--- config.mk ---
export PLATFORM = sky130hd
export DESIGN_NAME = infix_to_postfix_converter_unit
export DESIGN_NICKNAME = d
export VERILOG_FILES = /design/src/rtl/itp_pkg.sv /design/src/rtl/itp_ram.sv /design/src/rtl/infix_to_postfix_converter_unit.sv
export VERILOG_INCLUDE_DIRS = /design/src /design/src/rtl
export SDC_FILE = /design/constraint.sdc
export NUM_CORES = 1
export LEC_CHECK = 0
export CAP_MARGIN = 20
export CORE_ASPECT_RATIO = 0.75
export CORE_MARGIN = 2
export CORE_UTILIZATION = 60
export DETAILED_ROUTE_END_ITERATION = 16
export DONT_BUFFER_PORTS = 1
export PLACE_DENSITY = 0.76
export REMOVE_ABC_BUFFERS = 1
export SYNTH_ARGS = -nofsm -noshare
export SYNTH_HDL_FRONTEND = slang
export SYNTH_SLANG_ARGS = --single-unit
--- constraint.sdc ---
create_clock -name i_clk -period 6 [get_ports i_clk]
set_clock_uncertainty 0.1 [all_clocks]
set_input_delay 0.3 -clock i_clk [delete_from_list [all_inputs] [get_ports i_clk]]
set_output_delay 0.3 -clock i_clk [all_outputs]
set_load 0.02 [all_outputs]
--- src/rtl/infix_to_postfix_converter_unit_assert.svh ---
// Assertion macros for the infix-to-postfix converter.
`ifndef INFIX_TO_POSTFIX_CONVERTER_UNIT_ASSERT_SVH
`define INFIX_TO_POSTFIX_CONVERTER_UNIT_ASSERT_SVH

// Same-cycle implication, checked out of reset.
`define ITP_ASSERT_SAME(lbl, ante, cons, msg) \
    lbl: assert property (@(posedge i_clk) disable iff (!i_rst_n) (ante) |-> (cons)) \
        else $error(msg);

// Next-cycle implication, checked out of reset.
`define ITP_ASSERT_NEXT(lbl, ante, cons, msg) \
    lbl: assert property (@(posedge i_clk) disable iff (!i_rst_n) (ante) |=> (cons)) \
        else $error(msg);

`endif

--- src/rtl/itp_pkg.sv ---
`default_nettype none

package itp_pkg;

    // Operator stack geometry
    localparam int STACK_DEPTH = 32;
    localparam int CNT_W       = $clog2(STACK_DEPTH + 1);
    localparam int ADDR_W      = $clog2(STACK_DEPTH);

    // Character codes
    localparam logic [7:0] CH_POW   = 8'h5E;
    localparam logic [7:0] CH_MUL   = 8'h2A;
    localparam logic [7:0] CH_DIV   = 8'h2F;
    localparam logic [7:0] CH_ADD   = 8'h2B;
    localparam logic [7:0] CH_SUB   = 8'h2D;
    localparam logic [7:0] CH_OPEN  = 8'h28;
    localparam logic [7:0] CH_CLOSE = 8'h29;

    // Precedence levels
    localparam logic [2:0] PREC_POW   = 3'd5;
    localparam logic [2:0] PREC_MUL   = 3'd4;
    localparam logic [2:0] PREC_ADD   = 3'd3;
    localparam logic [2:0] PREC_OTHER = 3'd2;

    // Sequencer states
    typedef enum logic [2:0] {
        ST_IDLE,
        ST_POP_RD,
        ST_POP_EV,
        ST_PUSH,
        ST_POST,
        ST_DONE
    } t_state;

    // What the pop loop is doing
    typedef enum logic [1:0] {
        MODE_CLOSE,
        MODE_OP,
        MODE_FLUSH
    } t_mode;

    function automatic logic [2:0] prec_of(input logic [7:0] c);
        logic [2:0] p;
        p = PREC_OTHER;
        if (c == CH_POW) begin
            p = PREC_POW;
        end else if (c == CH_MUL || c == CH_DIV) begin
            p = PREC_MUL;
        end else if (c == CH_ADD || c == CH_SUB) begin
            p = PREC_ADD;
        end
        return p;
    endfunction

    function automatic logic is_op(input logic [7:0] c);
        return (c == CH_POW) || (c == CH_MUL) || (c == CH_DIV) ||
               (c == CH_ADD) || (c == CH_SUB);
    endfunction

endpackage

`default_nettype wire

--- src/rtl/itp_ram.sv ---
`default_nettype none

// Simple dual-port RAM, registered read
module itp_ram #(
    parameter int WIDTH = 8,
    parameter int DEPTH = 32
) (
    input  wire logic                     i_clk,
    input  wire logic                     i_we,
    input  wire logic [$clog2(DEPTH)-1:0] i_waddr,
    input  wire logic [WIDTH-1:0]         i_wdata,
    input  wire logic                     i_re,
    input  wire logic [$clog2(DEPTH)-1:0] i_raddr,
    output logic      [WIDTH-1:0]         o_rdata
);

    logic [WIDTH-1:0] r_mem [DEPTH];

    always_ff @(posedge i_clk) begin
        if (i_we) begin
            r_mem[i_waddr] <= i_wdata;
        end
        if (i_re) begin
            o_rdata <= r_mem[i_raddr];
        end
    end

endmodule

`default_nettype wire

--- src/rtl/infix_to_postfix_converter_unit.sv ---
`default_nettype none

// Infix-to-postfix converter, one character per input transaction; one input at a time.
// A plain character or '(' takes just the accept, post and done steps; its result is sent
// out on leaving done. Each stack entry read adds a RAM read step and a compare step on the
// shared precedence unit, an operator push a push step, a pop loop that ends on an empty
// stack a read step; the end flag flush reads every entry. Output stalls add their length.
// Reset (sync, active low) empties the stack and clears the error latch.
module infix_to_postfix_converter_unit (
    input  wire logic       i_clk,
    input  wire logic       i_rst_n,
    input  wire logic       i_in_valid,
    output logic            o_in_stall,
    input  wire logic [7:0] i_in_char,
    input  wire logic       i_end_of_expr,
    output logic            o_out_valid,
    input  wire logic       i_out_stall,
    output logic      [7:0] o_out_char,
    output logic            o_last_of_run,
    output logic            o_error_flag
);

    itp_pkg::t_state r_state, n_state;
    itp_pkg::t_mode  r_mode,  n_mode;

    logic [itp_pkg::CNT_W-1:0] r_count, n_count;
    logic [itp_pkg::CNT_W-1:0] r_paren, n_paren;
    logic                      r_err,   n_err;
    logic [7:0]                r_char,  n_char;
    logic [2:0]                r_prec,  n_prec;
    logic                      r_last,  n_last;
    logic [7:0]                r_hold,  n_hold;
    logic                      r_hold_v, n_hold_v;
    logic                      r_ov,    n_ov;
    logic [7:0]                r_oc,    n_oc;
    logic                      r_ol,    n_ol;
    logic                      r_oe,    n_oe;

    logic                       in_acc;
    logic                       can_move;
    logic                       full;
    logic                       empty;
    logic [itp_pkg::CNT_W-1:0]  cnt_dec;
    logic [7:0]                 top;
    logic                       top_open;
    logic                       top_ge;
    logic                       emit_go;
    logic                       mem_we;
    logic [7:0]                 mem_wdata;
    logic                       mem_re;
    logic                       over_depth;
    logic                       done_leave;

    assign o_in_stall = (r_state != itp_pkg::ST_IDLE);
    assign in_acc   = i_in_valid && !o_in_stall;
    assign can_move = !r_ov || !i_out_stall;
    assign full     = (r_count == itp_pkg::CNT_W'(itp_pkg::STACK_DEPTH));
    assign empty    = (r_count == '0);
    assign cnt_dec  = r_count - itp_pkg::CNT_W'(1);
    assign top_open = (top == itp_pkg::CH_OPEN);
    // shared compare: stacked operator binds at least as tight
    assign top_ge   = (itp_pkg::prec_of(top) >= r_prec);

    // Operator stack storage
    itp_ram #(
        .WIDTH(8),
        .DEPTH(itp_pkg::STACK_DEPTH)
    ) u_stack (
        .i_clk  (i_clk),
        .i_we   (mem_we),
        .i_waddr(r_count[itp_pkg::ADDR_W-1:0]),
        .i_wdata(mem_wdata),
        .i_re   (mem_re),
        .i_raddr(cnt_dec[itp_pkg::ADDR_W-1:0]),
        .o_rdata(top)
    );

    // Pop with emit may go once the held result can leave
    always_comb begin
        emit_go = 1'b0;
        if (r_state == itp_pkg::ST_POP_EV) begin
            unique case (r_mode)
                itp_pkg::MODE_CLOSE: emit_go = !top_open;
                itp_pkg::MODE_OP:    emit_go = top_ge;
                itp_pkg::MODE_FLUSH: emit_go = 1'b1;
                default:             emit_go = 1'b0;
            endcase
            emit_go = emit_go && (!r_hold_v || can_move);
        end
    end

    // Next state
    always_comb begin
        n_state = r_state;
        unique case (r_state)
            itp_pkg::ST_IDLE: begin
                if (in_acc) begin
                    if (i_in_char == itp_pkg::CH_CLOSE || itp_pkg::is_op(i_in_char)) begin
                        n_state = itp_pkg::ST_POP_RD;
                    end else begin
                        n_state = itp_pkg::ST_POST;
                    end
                end
            end
            itp_pkg::ST_POP_RD: begin
                if (!empty) begin
                    n_state = itp_pkg::ST_POP_EV;
                end else begin
                    unique case (r_mode)
                        itp_pkg::MODE_CLOSE: n_state = itp_pkg::ST_POST;
                        itp_pkg::MODE_OP:    n_state = itp_pkg::ST_PUSH;
                        itp_pkg::MODE_FLUSH: n_state = itp_pkg::ST_DONE;
                        default:             n_state = itp_pkg::ST_DONE;
                    endcase
                end
            end
            itp_pkg::ST_POP_EV: begin
                if (emit_go) begin
                    n_state = itp_pkg::ST_POP_RD;
                end else if (r_mode == itp_pkg::MODE_CLOSE && top_open) begin
                    n_state = itp_pkg::ST_POST;
                end else if (r_mode == itp_pkg::MODE_OP && !top_ge) begin
                    n_state = itp_pkg::ST_PUSH;
                end
            end
            itp_pkg::ST_PUSH: n_state = itp_pkg::ST_POST;
            itp_pkg::ST_POST: begin
                n_state = r_last ? itp_pkg::ST_POP_RD : itp_pkg::ST_DONE;
            end
            itp_pkg::ST_DONE: begin
                if (!r_hold_v || can_move) begin
                    n_state = itp_pkg::ST_IDLE;
                end
            end
            default: n_state = itp_pkg::ST_IDLE;
        endcase
    end

    // Datapath and outputs
    always_comb begin
        n_mode   = r_mode;
        n_count  = r_count;
        n_paren  = r_paren;
        n_err    = r_err;
        n_char   = r_char;
        n_prec   = r_prec;
        n_last   = r_last;
        n_hold   = r_hold;
        n_hold_v = r_hold_v;
        n_ov     = r_ov && i_out_stall;
        n_oc     = r_oc;
        n_ol     = r_ol;
        n_oe     = r_oe;
        mem_we   = 1'b0;
        mem_wdata = r_char;
        mem_re   = 1'b0;

        unique case (r_state)
            itp_pkg::ST_IDLE: begin
                if (in_acc) begin
                    n_char = i_in_char;
                    n_prec = itp_pkg::prec_of(i_in_char);
                    n_last = i_end_of_expr;
                    if (i_in_char == itp_pkg::CH_OPEN) begin
                        mem_wdata = i_in_char;
                        if (full) begin
                            n_err = 1'b1;
                        end else begin
                            mem_we  = 1'b1;
                            n_count = r_count + itp_pkg::CNT_W'(1);
                            n_paren = r_paren + itp_pkg::CNT_W'(1);
                        end
                    end else if (i_in_char == itp_pkg::CH_CLOSE) begin
                        // no '(' stacked: error known before anything pops
                        n_mode = itp_pkg::MODE_CLOSE;
                        if (r_paren == '0) begin
                            n_err = 1'b1;
                        end
                    end else if (itp_pkg::is_op(i_in_char)) begin
                        n_mode = itp_pkg::MODE_OP;
                    end else begin
                        n_hold   = i_in_char;
                        n_hold_v = 1'b1;
                    end
                end
            end
            itp_pkg::ST_POP_RD: begin
                mem_re = !empty;
            end
            itp_pkg::ST_POP_EV: begin
                if (emit_go) begin
                    if (r_hold_v) begin
                        n_ov = 1'b1;
                        n_oc = r_hold;
                        n_ol = 1'b0;
                        n_oe = r_err;
                    end
                    n_hold   = top;
                    n_hold_v = 1'b1;
                    n_count  = cnt_dec;
                    if (top_open) begin
                        n_paren = r_paren - itp_pkg::CNT_W'(1);
                    end
                end else if (r_mode == itp_pkg::MODE_CLOSE && top_open) begin
                    // matching '(' is dropped
                    n_count = cnt_dec;
                    n_paren = r_paren - itp_pkg::CNT_W'(1);
                end
            end
            itp_pkg::ST_PUSH: begin
                if (full) begin
                    n_err = 1'b1;
                end else begin
                    mem_we  = 1'b1;
                    n_count = r_count + itp_pkg::CNT_W'(1);
                end
            end
            itp_pkg::ST_POST: begin
                n_mode = itp_pkg::MODE_FLUSH;
            end
            itp_pkg::ST_DONE: begin
                if (!r_hold_v || can_move) begin
                    if (r_hold_v) begin
                        n_ov     = 1'b1;
                        n_oc     = r_hold;
                        n_ol     = 1'b1;
                        n_oe     = r_err;
                        n_hold_v = 1'b0;
                    end
                    if (r_last) begin
                        n_err = 1'b0;
                    end
                end
            end
            default: begin
                n_hold_v = 1'b0;
            end
        endcase
    end

    // Registers
    always_ff @(posedge i_clk) begin
        if (!i_rst_n) begin
            r_state  <= itp_pkg::ST_IDLE;
            r_mode   <= itp_pkg::MODE_FLUSH;
            r_count  <= '0;
            r_paren  <= '0;
            r_err    <= 1'b0;
            r_hold_v <= 1'b0;
            r_ov     <= 1'b0;
        end else begin
            r_state  <= n_state;
            r_mode   <= n_mode;
            r_count  <= n_count;
            r_paren  <= n_paren;
            r_err    <= n_err;
            r_hold_v <= n_hold_v;
            r_ov     <= n_ov;
        end
        r_char <= n_char;
        r_prec <= n_prec;
        r_last <= n_last;
        r_hold <= n_hold;
        r_oc   <= n_oc;
        r_ol   <= n_ol;
        r_oe   <= n_oe;
    end

    assign o_out_valid   = r_ov;
    assign o_out_char    = r_oc;
    assign o_last_of_run = r_ol;
    assign o_error_flag  = r_oe;

    // Checks
    assign over_depth = (r_count > itp_pkg::CNT_W'(itp_pkg::STACK_DEPTH));
    assign done_leave = (r_state == itp_pkg::ST_DONE) && (n_state == itp_pkg::ST_IDLE);

`include "infix_to_postfix_converter_unit_assert.svh"

    `ITP_ASSERT_SAME(a_paren_le_count, 1'b1, r_paren <= r_count, "paren count above stack count")
    `ITP_ASSERT_SAME(a_count_in_range, 1'b1, !over_depth, "stack count past depth")
    `ITP_ASSERT_SAME(a_idle_no_hold, r_state == itp_pkg::ST_IDLE, !r_hold_v, "hold not empty at idle")
    `ITP_ASSERT_NEXT(a_done_last_clears_err, done_leave && r_last, !r_err, "error latch not cleared")

endmodule

`default_nettype wire
==> Yosys cells after proc, flatten, opt, wreduce, memory -nomap -nowiden <==
Memory sizes are Yosys's and may differ from the RTL's. A register that Yosys moved wholly into a read port is not among the register bits.
Index checks and enable logic that the tools add are counted.
{ "totals": {"ff_bits": 50, "ramBits": 256, "input_bits": 13, "output_inout_bits": 12, "n_memories": 1} }
{ "memory_table": {"columns": ["name", "words", "word_bits", "read_ports", "rd_clocked_by_memory_dff", "write_ports", "line_no", "rtl"], "rows": [
  ["u_stack.r_mem", 32, 8, 1, 1, 1, "itp_ram.sv:17", "logic [WIDTH-1:0] r_mem [DEPTH];"]
]} }
{ "op_classes": {"n_addsub": 4, "order_cmp": 1, "n_eq_ne": 38, "muxes": 84, "bitwise_logic": 1, "n_reduce_logical": 45} }
{ "op_table": {"columns": ["op", "n"], "rows": [
  ["8-bit by 6-bit equality test with 1-bit output (second input constant)", 11],
  ["8-bit two-way mux", 11],
  ["6-bit two-way mux", 11],
  ["1-bit two-way mux", 34],
  ["8-bit case mux with 2 select lines", 2],
  ["3-bit two-way mux", 10],
  ["2-bit inequality test (second input constant)", 11],
  ["3-bit case mux with 6 select lines", 1],
  ["6-bit case mux with 3 select lines", 1],
  ["6-bit AND reduction", 3],
  ["8-bit by 7-bit equality test with 1-bit output (second input constant)", 2],
  ["6-bit by 1-bit adder with 6-bit output (second input constant)", 2],
  ["6-bit logical NOT", 2],
  ["3-bit inequality test (second input constant)", 4],
  ["6-bit case mux with 2 select lines", 1],
  ["6-bit by 1-bit subtractor with 6-bit output (second input constant)", 2],
  ["1-bit logical OR", 11],
  ["3-bit nonzero test", 3],
  ["2-bit two-way mux", 4],
  ["1-bit case mux with 2 select lines", 4],
  ["4-bit AND reduction", 2],
  ["1-bit logical NOT", 7],
  ["7-bit AND reduction", 1],
  ["3-bit by 2-bit equality test with 1-bit output (second input constant)", 2],
  ["other kinds (22)", 31]
]} }

==> Depth between registers and ports, before layout <==
Gate-level depths: netlist (run 1).
{ "depth": {"depth_word": 12, "mapped_depth": 13, "ltp_nobuf": 13} }

==> Cells and area by module <==
Synthesis (run 1) repeated with hierarchy kept, for this count alone.
{ "unflattened": {"hier_cells": 725, "area_unflattened_um2": 13055.0} }
{ "modules_own_cells": {"columns": ["module", "n_inst", "cells_each", "area_each_um2", "seq_area_each_um2"], "rows": [
  ["itp_ram", 1, 417, 10133.5, 7927.6],
  ["infix_to_postfix_converter_unit", 1, 308, 2921.6, 1301.2]
]} }

==> Worst setup path before layout (run 1) <==
No wires, ideal clock.
{ "synth_timing": {"path_kind": "register -> register", "startpoint": "register r_state[2]", "endpoint": "memory u_stack.r_mem[29][0], enable pin", "setup_time_ns": 0.370, "t_arrival_ns": 3.405, "path_slack_ns": 2.125, "stages_incl_launch_ff": 8, "n_path_buf": 1, "cell_sequence": "dfxtp_1 nor4b_1 and4b_1 buf_2 nor2_1 a21oi_1 nand2_1 nor2_1"} }
{ "synth_between": {"elab_chain_cells": 7, "elab_cells_between_ends": 9} }
{ "synth_rtl": {"columns": ["item", "line_no", "rtl"], "rows": [
  ["start, declared", "infix_to_postfix_converter_unit.sv:23", "itp_pkg::t_state r_state, n_state;"],
  ["start signal, assigned", "infix_to_postfix_converter_unit.sv:244", "r_state <= itp_pkg::ST_IDLE;"],
  ["start signal, assigned", "infix_to_postfix_converter_unit.sv:252", "r_state <= n_state;"],
  ["3-bit nonzero test", "infix_to_postfix_converter_unit.sv:54", "assign o_in_stall = (r_state != itp_pkg::ST_IDLE);"],
  ["1-bit logical NOT", "infix_to_postfix_converter_unit.sv:55", "assign in_acc = i_in_valid && !o_in_stall;"],
  ["1-bit logical AND", "infix_to_postfix_converter_unit.sv:55", null],
  ["1-bit two-way mux", "infix_to_postfix_converter_unit.sv:160", "if (in_acc) begin"],
  ["1-bit case mux with 2 select lines (*)", "infix_to_postfix_converter_unit.sv:158", "unique case (r_state)"],
  ["1-bit two-way mux (*)", "itp_ram.sv:20", "if (i_we) begin"],
  ["1-bit two-way mux (implied by the code) (*)", "itp_ram.sv:21", "r_mem[i_waddr] <= i_wdata;"],
  ["end, declared", "itp_ram.sv:17", null]
]} }
Mark *: on every way between the ends. The rest lies on a longest branch, timed or not.

==> Worst setup path after layout (run 1) <==
{ "layout_timing": {"startpoint": "register r_count[0] (netlist name)", "endpoint": "register u_stack.o_rdata[4], read port of u_stack.r_mem, data pin"} }
{ "layout_between": {"elab_chain_cells": 3, "elab_cells_between_ends": 4} }
{ "layout_rtl": {"columns": ["item", "line_no", "rtl"], "rows": [
  ["start, declared", "infix_to_postfix_converter_unit.sv:26", "logic [itp_pkg::CNT_W-1:0] r_count, n_count;"],
  ["start signal, assigned", "infix_to_postfix_converter_unit.sv:254", "r_count <= n_count;"],
  ["parallel branches: the longest is 3 deep, another holds 6-bit by 1-bit subtractor with 6-bit output", null, null],
  ["end, declared", "itp_ram.sv:14", "output logic [WIDTH-1:0] o_rdata"]
]} }
Several ways; the timed one is not identified.
A chain may end at the register's enable or synchronous reset.

==> results by stage, run 1 <==
Floorplan:
- The region available for standard cell placement spans between 20,000 and 25,000 sq um.
- For this configuration, the core starts out at a cell density of 0.613.
- The die covers 22,900 sq um.
- The boundary pin count is 25.
- The die is approximately 170 um wide.
- The number of placement rows is 46.
- The overall die height is approximately 130 um.

Critical path:
- In this run the critical register-to-register path is captured at u_stack.o_rdata[4].
- For the worst setup path, the data required time is between 6 and 7 ns.
- At the worst endpoint, the arrival time is approximately 4.3 ns.
- The worst register-to-register path has a depth of 6.
- In this run the register-to-register setup slack is 1.85 ns.
- The critical path endpoint category is a register.
- The kind of critical path is reg -> reg.
- The maximum fanout count along the critical path is 43.
- The critical path launch point is r_count[0].
- In this run the critical register-to-register path is launched from r_count[0].
- STA classifies the critical path startpoint as a register.

Yosys:
- The average footprint of a synthesized cell is between 15 and 20 sq um.
- By area the synthesized netlist is led by sky130_fd_sc_hd__edfxtp_1, sky130_fd_sc_hd__mux4_2, sky130_fd_sc_hd__dfxtp_1, sky130_fd_sc_hd__nand2_1, sky130_fd_sc_hd__nor2_1.
- The biggest area contributor in the post-synthesis netlist is sky130_fd_sc_hd__edfxtp_1.
- The most used flip-flop cell after synthesis is sky130_fd_sc_hd__edfxtp_1.
- The share of the yosys chip area belonging to registers is 0.710.
- The synthesized design contains 294 enable-type register cells.
- The count of state elements after synthesis is ~310.
- The unique cell type count in the Yosys netlist is 57.
- The area fraction of the dominant cell type after synthesis is 0.680.
- The synthesized area is 13,000 sq um.
- The cell count after synthesis came out at roughly 730.
- The async set or reset register ratio after synthesis is 0.
- For this run, the number of Yosys warnings is 0.

Detailed routing:
- The detailed-route via count is roughly 7,000.
- The wire length per cell after detailed routing is roughly 27 um.
- The remaining antenna violation count after routing is 0.
- The detail-routed via count per cell is about 6.6.
- The number of design-rule violations left by the first detailed-router iteration is 977.
- The wire length after detailed routing is roughly 28 mm.
- The first detailed-routing pass took 6 iterations.
- In the routed design, unresolved DRC markers number 0.

Hold path:
- The endpoint of the worst hold path is r_prec[0].
- The beginning of the worst hold path is i_in_char[1].
- The path class of the tightest hold or removal check is in -> reg.
- Counting instances, the worst hold path has a depth of 3.

Finish:
- The fraction of final layout cells with drive strength greater than 1 is 0.205.
- 0 antenna diodes ended up in the layout.
- Fill cells in the final layout number 1,401.
- The multi-input combinational cell area is approximately 3600 sq um.
- Registers take 9230 sq um.
- The total number of nets in the final design is slightly below 800.
- The layout overhead on the synthesized area is 9.99%.
- The number of non-filler instances in the completed layout is 1,058.

STA:
- The highest achievable clock rate is 0.241 GHz.
- For the pin with the worst max-slew slack, the measured transition is roughly 1.1 ns.
- The final max-slew violation count is 0.
- Setup repair after global routing left no endpoint under its margin.
- The tightest hold path in the finished design has a slack of about 0.02 ns.
- Measured against its own limit, the worst slew margin works out to 0.277.
- The final hold violation count is 0.
- The final cycle utilization of the critical path is 0.691.
- The total negative slack for setup checks is 0 ns.
- The worst path in the final design needs a cycle of about 4.1 ns, including I/O delays and setup.
- Setup violations remaining at the end of the flow were counted as 0.

Pwr:
- The power density relative to cell area is a little under 300 nW/um^2.
- The leakage power total is 4.50 nW.
- VDD sags by at most roughly 0.23 mV.
- The design draws 0.00426 W.

Clock tree:
- The hold-fix buffer count after cts is 11.
- The clock tree root driver cell is sky130_fd_sc_hd__clkbuf_16.
- TritonCTS built the clock tree.
- Clock latency on the worst-skew pair, taken at its later pin, is ~0.54 ns.
- The clock slew seen by the registers of the worst setup and hold paths is ~0.070 ns.
- Counting along the longest clock path gives a buffer depth of 3.
- The total number of clock tree sinks is ~310.
- Once the clock tree was built, the setup fixing pass inserted 0 buffers.
- Buffers inserted during clock tree synthesis total 28.
- Gates resized during post-CTS repair numbered 0.
- The H-tree depth is 1.

Placement:
- The number of placed instances with taps included is ~1,000.
- The weighted congestion at the end of routability-driven global placement is 0.873.
- Input and output buffers added on the ports amount to 0.
- Detailed placement ended at an HPWL of roughly 17 mm.

GRT:
- The total overflow left after global routing is 0.
- The via count of the first global-routing pass is 6,827.
- Entering global routing, the biggest net connects 44 pins.
- The first global-routing pass estimated 43.4 mm of wire.
- The initial antenna violation count is 1.
- The overall routing resource usage is 0.256.

Job:
- Across the run, the number of max-cap violations was 0.

Outcome:
- The run finished with clean final reports.
power breakdown:
| part | switching (W) | internal [W] | total (W) |
|---|---|---|---|
| clock network | 0.000754 | 0.000909 | 0.00166 |
| logic | 0.000105 | 0.0000411 | 0.000146 |
| registers | 0.0000146 | 0.00244 | 0.00245 |
| total | 0.000873 | 0.00339 | 0.00426 |
cells by family (layout without fill, tap and decap cells):
| family | Yosys count | in the layout | synth area share |
|---|---|---|---|
| and+or+nand+nor | 189 | 189 | 0.0707 |
| xor gates and xnor gates | 10 | 10 | 0.00674 |
| buffers and inverters | 47 | 84 | 0.0143 |
| AOI/OAI and AO/OA | 65 | 65 | 0.0336 |
| DFF | 314 | 314 | 0.710 |
| muxes | 95 | 95 | 0.151 |
| adders and majority gates | 13 | 13 | 0.0131 |
sequential cells by signal, summed over array words and instances, names as in the netlist:
signal and count:
u_stack.r_mem 256, o_out_char 8, r_char 8, r_hold 8, u_stack.o_rdata 8, r_count 6
r_paren 6, r_prec 3, r_state 3, r_mode 2, o_error_flag 1, o_last_of_run 1
o_out_valid 1, r_err 1, r_hold_v 1, r_last 1
cells in the mapped netlist, types with 4 or more instances:
| master | n |
|---|---|
| sky130_fd_sc_hd__a21o_1 | 5 |
| sky130_fd_sc_hd__a21oi_1 | 20 |
| sky130_fd_sc_hd__and3_1 | 5 |
| sky130_fd_sc_hd__buf_2 | 7 |
| sky130_fd_sc_hd__clkbuf_1 | 24 |
| sky130_fd_sc_hd__dfxtp_1 | 20 |
| sky130_fd_sc_hd__edfxtp_1 | 294 |
| sky130_fd_sc_hd__ha_1 | 12 |
| sky130_fd_sc_hd__inv_1 | 14 |
| sky130_fd_sc_hd__mux2_2 | 9 |
| sky130_fd_sc_hd__mux2i_1 | 6 |
| sky130_fd_sc_hd__mux4_2 | 80 |
| sky130_fd_sc_hd__nand2_1 | 62 |
| sky130_fd_sc_hd__nand2b_1 | 4 |
| sky130_fd_sc_hd__nand3_1 | 12 |
| sky130_fd_sc_hd__nand3b_1 | 4 |
| sky130_fd_sc_hd__nor2_1 | 53 |
| sky130_fd_sc_hd__nor2b_1 | 11 |
| sky130_fd_sc_hd__nor3_1 | 10 |
| sky130_fd_sc_hd__nor4b_1 | 5 |
| sky130_fd_sc_hd__o21ai_0 | 10 |
| sky130_fd_sc_hd__xnor2_1 | 8 |
per-layer routing:
metal  up-vias  GRT usage  share of wire
li1       2962          -              -
met3        46     0.0382          0.074
met4         0     0.0467          0.016
met2       362      0.404           0.49
met1      3623      0.392           0.42
met5         -          0              0
placed cells by master (no fill, tap or decap), types with 4 or more instances in the layout:
cell                            instances
sky130_fd_sc_hd__edfxtp_1             294
sky130_fd_sc_hd__mux4_2                80
sky130_fd_sc_hd__nand2_1               62
sky130_fd_sc_hd__nor2_1                53
sky130_fd_sc_hd__clkbuf_16             29
sky130_fd_sc_hd__a21oi_1               20
sky130_fd_sc_hd__dfxtp_1               19
sky130_fd_sc_hd__inv_1                 14
sky130_fd_sc_hd__nand3_1               12
sky130_fd_sc_hd__buf_4                 12
sky130_fd_sc_hd__ha_1                  11
sky130_fd_sc_hd__dlygate4sd3_1         11
sky130_fd_sc_hd__o21ai_0               10
sky130_fd_sc_hd__nor3_1                 9
sky130_fd_sc_hd__mux2_2                 9
sky130_fd_sc_hd__clkinv_1               9
sky130_fd_sc_hd__xnor2_1                7
sky130_fd_sc_hd__nor2b_2                6
sky130_fd_sc_hd__mux2i_1                6
sky130_fd_sc_hd__and3_1                 5
sky130_fd_sc_hd__nor2b_1                5
sky130_fd_sc_hd__a21o_1                 5
sky130_fd_sc_hd__nor4b_1                4
sky130_fd_sc_hd__nand3b_1               4
sky130_fd_sc_hd__nand2b_1               4
critical path, cell delays in order (launching register included):
cell and delay (ns):
sky130_fd_sc_hd__dfxtp_4 0.76, sky130_fd_sc_hd__inv_1 0.28, sky130_fd_sc_hd__ha_2 1.12, sky130_fd_sc_hd__buf_4 0.48, sky130_fd_sc_hd__mux4_2 0.36, sky130_fd_sc_hd__mux4_2 0.48, sky130_fd_sc_hd__mux2_2 0.28
final cells by class:
type | instances | area share
sequential | 314 | 0.646
clock inverter | 14 | 0.00587
multi-input combinational | 372 | 0.253
inverter | 15 | 0.00394
clock buffer | 32 | 0.0516
timing repair buffer | 23 | 0.0140
tap | 288 | 0.0252
worst max path at each step:
stage	end	slack (ns)	cells after the start
floorplan	u_stack.o_rdata[0]	-0.59	5
detailed placement	u_stack.o_rdata[6]	1.78	6
finish	u_stack.o_rdata[4]	1.85	6
global placement	u_stack.o_rdata[3]	1.88	6
CTS	u_stack.o_rdata[2]	1.78	6
global route	u_stack.o_rdata[6]	1.60	6
per-stage QoR:
stage | cell area [sq um] | util | setup slack (ns)
3_3_place_gp | 13300 | 0.630 | 1.88
2_1_floorplan | 12900 | - | -0.586
4_1_cts | 14300 | 0.675 | 1.78
6_report | 14300 | 0.675 | 1.85
5_1_grt | 14300 | 0.675 | 1.60
3_5_place_dp | 13400 | 0.631 | 1.78
(Power assumes the default switching activity.)
==> inputs of run 2 (changes only) <==
Clock period 6 ns to 4.3 ns, I/O delays scaled along.
==> run 2 against run 1 <==
Effect of this change:
- sequential power increased by 40%
- critical path depth increased by 6
- register-to-register slack got worse by 1.1 ns
- final cell count increased by 2.4%
==> results by stage, run 2 (synthesis results as in run 1) <==
Clock tree:
- The clock tree buffer depth was 3 (unchanged).
- The hold-fix buffer count after cts is 12 (+1).
- The count of cells resized by post-cts repair is 0 (unchanged).
- TritonCTS built the clock tree.
- The total CTS buffers is 29 (+3.6%).
- The count of buffers added by post-CTS timing repair for setup is 0 (unchanged).
- The later-pin clock latency in the skew report is 0.55 ns (about the same).
- The clock tree root driver cell is sky130_fd_sc_hd__clkbuf_16.
- The H-tree depth is 1 (unchanged).
- The total number of clock tree sinks came to 314 (unchanged).
- The clock slew seen by the registers of the worst setup and hold paths is 0.07 ns (about the same).

Critical path:
- The most critical setup path has its startpoint at u_stack.o_rdata[0].
- The worst setup path is launched from a register.
- The critical path endpoint category is a register.
- By startpoint and endpoint, the worst setup path is classified as reg -> reg.
- The startpoint identified for the worst register-to-register timing path is u_stack.o_rdata[0].
- The setup slack of the most critical reg-to-reg path is 0.75 ns (-1.11 ns).
- The arrival time of the worst setup path is 3.62 ns (-0.71 ns).
- The worst endpoint required time was 4.37 ns (-1.82 ns).
- The maximum fanout count along the critical path is 9 (-79%).

STA:
- The slack of the critical path is 0.747 ns (-1.11 ns).
- The worst-case headroom to the max-slew limit is 0.267 (-0.00971).
- The final cycle utilization of the critical path is 0.826 (+0.135).
- The pin slew with the least headroom to its limit was 1.10 ns (+0.0148 ns).
- The final hold violation count is 0 (unchanged).
- The setup-violating endpoint count in the final report was 0 (unchanged).
- The final max-slew violation count is 0 (unchanged).
- The highest achievable clock rate is 0.281 GHz (+17%).
- Setup repair after global routing left no endpoint under its margin.
- The tightest hold margin is 0.0112 ns (-0.00932 ns).
- The time the final worst path needs with I/O delays and setup is 3.55 ns (-0.593 ns).

Detailed routing:
- The remaining antenna violation count after routing was 0 (unchanged).
- The remaining routing DRC violations is 0 (unchanged).
- The number of design-rule violations left by the first detailed-router iteration is 911 (-6.8%).
- The wire length per cell after detailed routing is 26.2 um (-2.8%).
- The detail-routed via count per cell is 6.47 (-2.1%).
- The wire length after detailed routing is 28.3 mm (-0.53%).
- The detailed-route via count came to 7,009 (+0.23%).
- The total iterations of the first detailed-routing run is 5 (-1).

Floorplan:
- The die outline area is 22,900 sq um (unchanged).
- The number of placement rows is 46 (unchanged).
- The initial standard-cell utilization of the core came to 0.613 (unchanged).
- The core area is 21,200 sq um (unchanged).
- The boundary pin count is 25 (unchanged).
- The width of the chip is 174 um (unchanged).
- The overall die height is 131 um (unchanged).

GRT:
- The global routing usage on met2 is 0.399 (-0.00487).
- The met1 usage in global routing is 0.379 (-0.0125).
- The wire length of the first global-routing pass was 43.1 mm (-0.56%).
- The total global routing overflow is 0 (unchanged).
- The met3 routing resource usage after global routing is 0.0480 (+0.00984).
- The via count of the first global-routing pass is 6,989 (+2.4%).
- The initial antenna violation count is 2 (+1).
- The pin count of the biggest net entering global routing is 45 (+2.3%).
- In this run the most used layer during global routing was met2.
- The overall routing resource usage is 0.254 (-0.00168).

Finish:
- The flip-flop count of the largest register after layout came to 256 (unchanged).
- The fraction of final layout cells with drive strength greater than 1 is 0.228 (+0.0228).
- The register bank with the most flops is u_stack.r_mem.
- The area growth from synthesis to layout is 11.4%.
- In the layout the commonest cells are sky130_fd_sc_hd__edfxtp_1, sky130_fd_sc_hd__mux4_2, sky130_fd_sc_hd__nand2_1.
- The library cell used most frequently in the layout, excluding fill and tap cells, is sky130_fd_sc_hd__edfxtp_1.
- The total number of nets in the final design is 797 (+2.2%).
- The utilization after layout came to 0.683 (+0.00857).

Outcome:
- The flow ran to the end, and the final reports show no timing, DRC or antenna violations.

Pwr:
- The total design power is 0.00603 W (+41%).
- The maximum vdd drop came to 0.395 mV (+72%).
- The power density relative to cell area is 417 nW/um^2 (+40%).
- The leakage power total is 4.62 nW (+2.6%).

Hold path:
- The beginning of the worst hold path is i_in_char[2].
- The type of the worst min-delay path is in -> reg.

Placement:
- The weighted congestion at the end of routability-driven global placement is 0.853 (-2.3%).
- The number of port buffers came to 0 (unchanged).
- The post-place setup slack is 0.778 ns (-0.999 ns).
- The placed wire-length estimate is 17.8 mm (+3.7%).

Job:
- The count of max-cap constraint violations is 0 (unchanged).
-- run 2: final timing paths --
path / endpoint / cells past startpoint
worst max-delay path: o_out_char[6] / 12
worst max register to register: o_out_char[6] / 12
worst min register to register: o_out_char[3] / 0
worst min-delay path: r_prec[0] / 3
-- run 2: worst max-delay path, cell delays in order, from the launching register on --
cell                       delay [ns]
sky130_fd_sc_hd__edfxtp_1        0.44
sky130_fd_sc_hd__or4_1           0.57
sky130_fd_sc_hd__nand2_1         0.10
sky130_fd_sc_hd__nand2_1         0.05
sky130_fd_sc_hd__nand2_1         0.10
sky130_fd_sc_hd__nand3_1         0.09
sky130_fd_sc_hd__ha_1            0.29
sky130_fd_sc_hd__nand2_1         0.06
sky130_fd_sc_hd__o21ai_0         0.28
sky130_fd_sc_hd__a21oi_1         0.13
sky130_fd_sc_hd__o21ai_0         0.17
sky130_fd_sc_hd__nand3_1         0.14
sky130_fd_sc_hd__nor2_1          0.65
-- run 2: final cells by class --
cell class / instances / area (sq um)
diodes: 1 / 2.50
clock buffers: 29 / 726
clock inverters: 25 / 156
fillers: 1387 / 6710
inverters: 15 / 56.3
multi-input cells: 372 / 3610
flip-flops and latches: 314 / 9230
well taps: 288 / 360
repair buffers: 39 / 323
-- run 2: through the flow --
stage / instance area [sq um] / setup TNS, ns / std cells
after detailed placement: 13500 / 0 / 1016
after CTS: 14500 / 0 / 1082
final: 14500 / 0 / 1083
after global placement: 13500 / 0 / 1016
after global routing: 14500 / 0 / 1082
after floorplan: 12900 / -271.10 / 701
-- run 2: per-layer routing --
metal  share of wire  routed length (um)
met1            0.42               11800
met2            0.48               13700
met3           0.080                2260
met4           0.021                 588
met5               0                   0
-- run 2: report_power, final --
group,internal (W),total (W),leakage (nW),switching [W]
sequential,0.00340,0.00342,2.81,0.0000205
clock,0.00129,0.00239,0.435,0.00110
combinational,0.0000583,0.000209,1.37,0.000150
total,0.00476,0.00603,4.62,0.00127
==> inputs of run 3 (changes only) <==
Settings changed: CORE_UTILIZATION 60 to 57, PLACE_DENSITY 0.76 to 0.75.
Clock period 4.3 ns to 3.24 ns, I/O delays scaled along.
==> run 3 against run 2 <==
Effect of this change:
- routed wire length down 4.3%
- utilization down 1.3 points
- die area up 5.1%
- final area up 2.9%
- fmax up 16%
- clock-buffer cell count up 1
- non-clock buffer count up 36
- first-iteration DRC count up 3.6%
- combinational power up 41%
- critical path type unchanged
- largest cell class unchanged
==> results by stage, run 3 (synthesis results as in run 1) <==
Pwr:
- The power share of the sequential group is 0.559 (-0.009).
- The switching power share of the total is 0.203 (-0.00778).
- The maximum vdd drop came to 0.466 mV (+18%).
- The total design power is 0.00813 W (+35%).
- The leakage power total is 4.83 nW (+4.6%).
- The internal power component is 0.00648 W (+36%).
- The power density relative to cell area is 546 nW/um^2 (+31%).
- The net switching power is 0.00165 W (+30%).
- The clock share of power is 0.405 (+0.008).
- The proportion of power drawn by combinational gates was 0.036 (about the same).

Finish:
- The fraction of final layout cells with drive strength greater than 1 was 0.275 (+0.0471).
- Counting flops per register, the top entry is u_stack.r_mem.
- The total number of nets in the final design is 833 (+4.5%).
- The number of antenna cells inserted is 0 (-1).
- The final cell area excluding filler cells was 14,900 sq um (+2.9%).
- The count of filler cells inserted in the layout was 1,450 (+4.5%).
- The flip-flop count of the largest register after layout is 256 (unchanged).
- The layout overhead on the synthesized area is 14.7%.
- The most frequent standard cell in the layout excluding fill and tap cells is sky130_fd_sc_hd__edfxtp_1.
- In the layout the commonest cells are sky130_fd_sc_hd__edfxtp_1, sky130_fd_sc_hd__mux4_2, sky130_fd_sc_hd__nand2_1.

STA:
- The pin slew with the least headroom to its limit is 0.732 ns (-0.364 ns).
- The time the final worst path needs with I/O delays and setup came to 3.07 ns (-0.479 ns).
- The setup-violating endpoint count in the final report is 0 (unchanged).
- The total negative slack for setup checks came to 0 ns (unchanged).
- The final cycle utilization of the critical path is 0.949 (+0.123).
- The final hold violation count came to 0 (unchanged).
- The final max-slew violation count is 0 (unchanged).
- The worst-case headroom to the max-slew limit is 0.510 (+0.243).
- The highest achievable clock rate is 0.325 GHz (+16%).

Critical path:
- The setup slack of the most critical reg-to-reg path is 0.17 ns (-0.58 ns).
- Counting stages on the worst path, the most repeated cell is sky130_fd_sc_hd__nand2_1.
- The kind of start point of the critical path is a register.
- The worst-case reg-to-reg path depth is 13 (+1).
- The origin of the critical flop-to-flop path is u_stack.o_rdata[6].
- The cell family contributing the most delay on the critical path is simple AND/OR/NAND/NOR gates.
- The maximum fanout count along the critical path is 7 (-2).
- The critical path endpoint category is a register.
- The worst endpoint required time is 3.55 ns (-0.82 ns).
- The worst setup path is of the reg -> reg kind.
- The number of logic stages on the critical path including buffering is 13 (+1).
- The arrival time of the worst setup path came to 3.38 ns (-0.24 ns).
- The delay of the slowest cell on the worst path came to 0.53 ns (-0.12 ns).
- Walking the worst path, the cells encountered are nand2_1, or4_4, o22ai_1, nand2_1, ha_1, nor2b_1, o21ai_2, buf_6, a211o_4, o311ai_4, buf_4, mux2i_1, nor2_1.
- The cell at the slowest stage of the critical path is sky130_fd_sc_hd__or4_4.
- In this run the worst setup path begins at u_stack.o_rdata[6].
- The worst path buffer plus inverter count is 2 (+2).

Placement:
- The placed wire-length estimate is 17.1 mm (-4.0%).
- The post-placement cell area is 13,700 sq um (+2.0%).
- The weighted congestion at the end of routability-driven global placement came to 0.895 (+4.9%).
- The number of port buffers is 0 (unchanged).

Hold path:
- The beginning of the worst hold path is i_in_char[2].
- The worst hold path belongs to the class in -> reg.
- The worst hold path stage count came to 3 (unchanged).

Floorplan:
- The boundary pin count was 25 (unchanged).
- The overall die height was 135 um (+2.5%).
- The die outline area came to 24,000 sq um (+5.1%).
- The width of the chip is 178 um (+2.5%).
- The number of placement rows is 47 (+2.2%).
- The initial standard-cell utilization of the core is 0.584 (-0.0289).
- The core area was 22,200 sq um (+5.0%).

Clock tree:
- The total number of clock tree sinks is 314 (unchanged).
- The total CTS buffers came to 29 (unchanged).
- The H-tree depth is 1 (unchanged).
- The later-pin clock latency in the skew report is 0.54 ns (about the same).
- In this run the clock root is driven by a sky130_fd_sc_hd__clkbuf_16.
- The clock slew seen by the registers of the worst setup and hold paths was 0.07 ns (about the same).
- The clock tree buffer depth is 3 (unchanged).
- The clock tree from TritonCTS is done.

Detailed routing:
- The remaining antenna violation count after routing is 0 (unchanged).
- The wire length per cell after detailed routing is 24.1 um (-7.7%).
- The detail-routed via count per cell is 6.31 (-2.5%).
- The total iterations of the first detailed-routing run came to 5 (unchanged).
- The detailed-route via count came to 7,083 (+1.1%).
- The remaining routing DRC violations is 0 (unchanged).
- The number of design-rule violations left by the first detailed-router iteration is 944 (+3.6%).
- The wire length after detailed routing is 27.1 mm (-4.3%).

GRT:
- The total global routing overflow is 0 (unchanged).
- The overall routing resource usage is 0.231 (-0.0236).
- The via count of the first global-routing pass was 6,980 (-0.13%).
- The initial antenna violation count is 0 (-2).
- The wire length of the first global-routing pass is 41.2 mm (-4.5%).
- The pin count of the biggest net entering global routing is 71 (+58%).

Job:
- The count of max-cap constraint violations was 0 (unchanged).

Outcome:
- The flow ran to the end, and the final reports show no timing, DRC or antenna violations.
-- run 3: stage by stage --
step | setup WS [ns] | std cells | hold WS, ns | util
finish | 0.166 | 1123 | 0.0228 | 0.670
global route | -0.0314 | 1123 | 0.0359 | 0.670
CTS | 0.0211 | 1120 | 0.000223 | 0.666
detailed placement | 0.0144 | 1055 | 0.161 | 0.618
global placement | 0.0784 | 1055 | 0.161 | 0.618
floorplan | -3.35 | 701 | 0.161 | -
-- run 3: repair_timing --
item                                    CTS  global route
buffers inserted                          0             2
hold endpoints to repair                 41             0
pin swaps                                 1             5
endpoints found under the setup margin    1            20
gates resized for setup                   2            14
hold buffers                             12             0
-- run 3: metal layers --
metal,share of wire,wire [um],vias to the layer above,global-route usage
li1,-,-,3067,-
met1,0.43,11700,3657,0.350
met2,0.49,13200,314,0.370
met3,0.068,1830,45,0.0296
met4,0.016,443,0,0.0470
met5,0,0,-,0
-- run 3: worst paths after layout --
path,endpoint
min reg2reg,o_out_char[4]
max,r_paren[4]
min,r_prec[2]
max reg2reg,r_paren[4]
-- run 3: power groups by stage --
stage	Clock (W)	Sequential, W	Combinational (W)
2_1_floorplan	0	0.00463	0.000152
3_3_place_gp	0	0.00463	0.000248
3_5_place_dp	0	0.00463	0.000263
4_1_cts	0.00334	0.00454	0.000285
5_1_grt	0.00350	0.00454	0.000320
6_report	0.00329	0.00455	0.000295
-- run 3: worst register-to-register path, cell delays in order (launching register included) --
cell                       delay [ns]
sky130_fd_sc_hd__edfxtp_1        0.35
sky130_fd_sc_hd__nand2_1         0.06
sky130_fd_sc_hd__or4_4           0.54
sky130_fd_sc_hd__o22ai_1         0.18
sky130_fd_sc_hd__nand2_1         0.07
sky130_fd_sc_hd__ha_1            0.28
sky130_fd_sc_hd__nor2b_1         0.20
sky130_fd_sc_hd__o21ai_2         0.10
sky130_fd_sc_hd__buf_6           0.13
sky130_fd_sc_hd__a211o_4         0.36
sky130_fd_sc_hd__o311ai_4        0.16
sky130_fd_sc_hd__buf_4           0.20
sky130_fd_sc_hd__mux2i_1         0.17
sky130_fd_sc_hd__nor2_1          0.05
-- run 3: cell type report --
cell class | instances | area, sq um | share of cell area
flip-flops and latches | 314 | 9230 | 0.620
multi-input cells | 372 | 3690 | 0.248
clock buffers | 30 | 729 | 0.0490
repair buffers | 75 | 622 | 0.0418
well taps | 294 | 368 | 0.0247
clock inverters | 23 | 194 | 0.0130
inverters | 15 | 56.3 | 0.00378
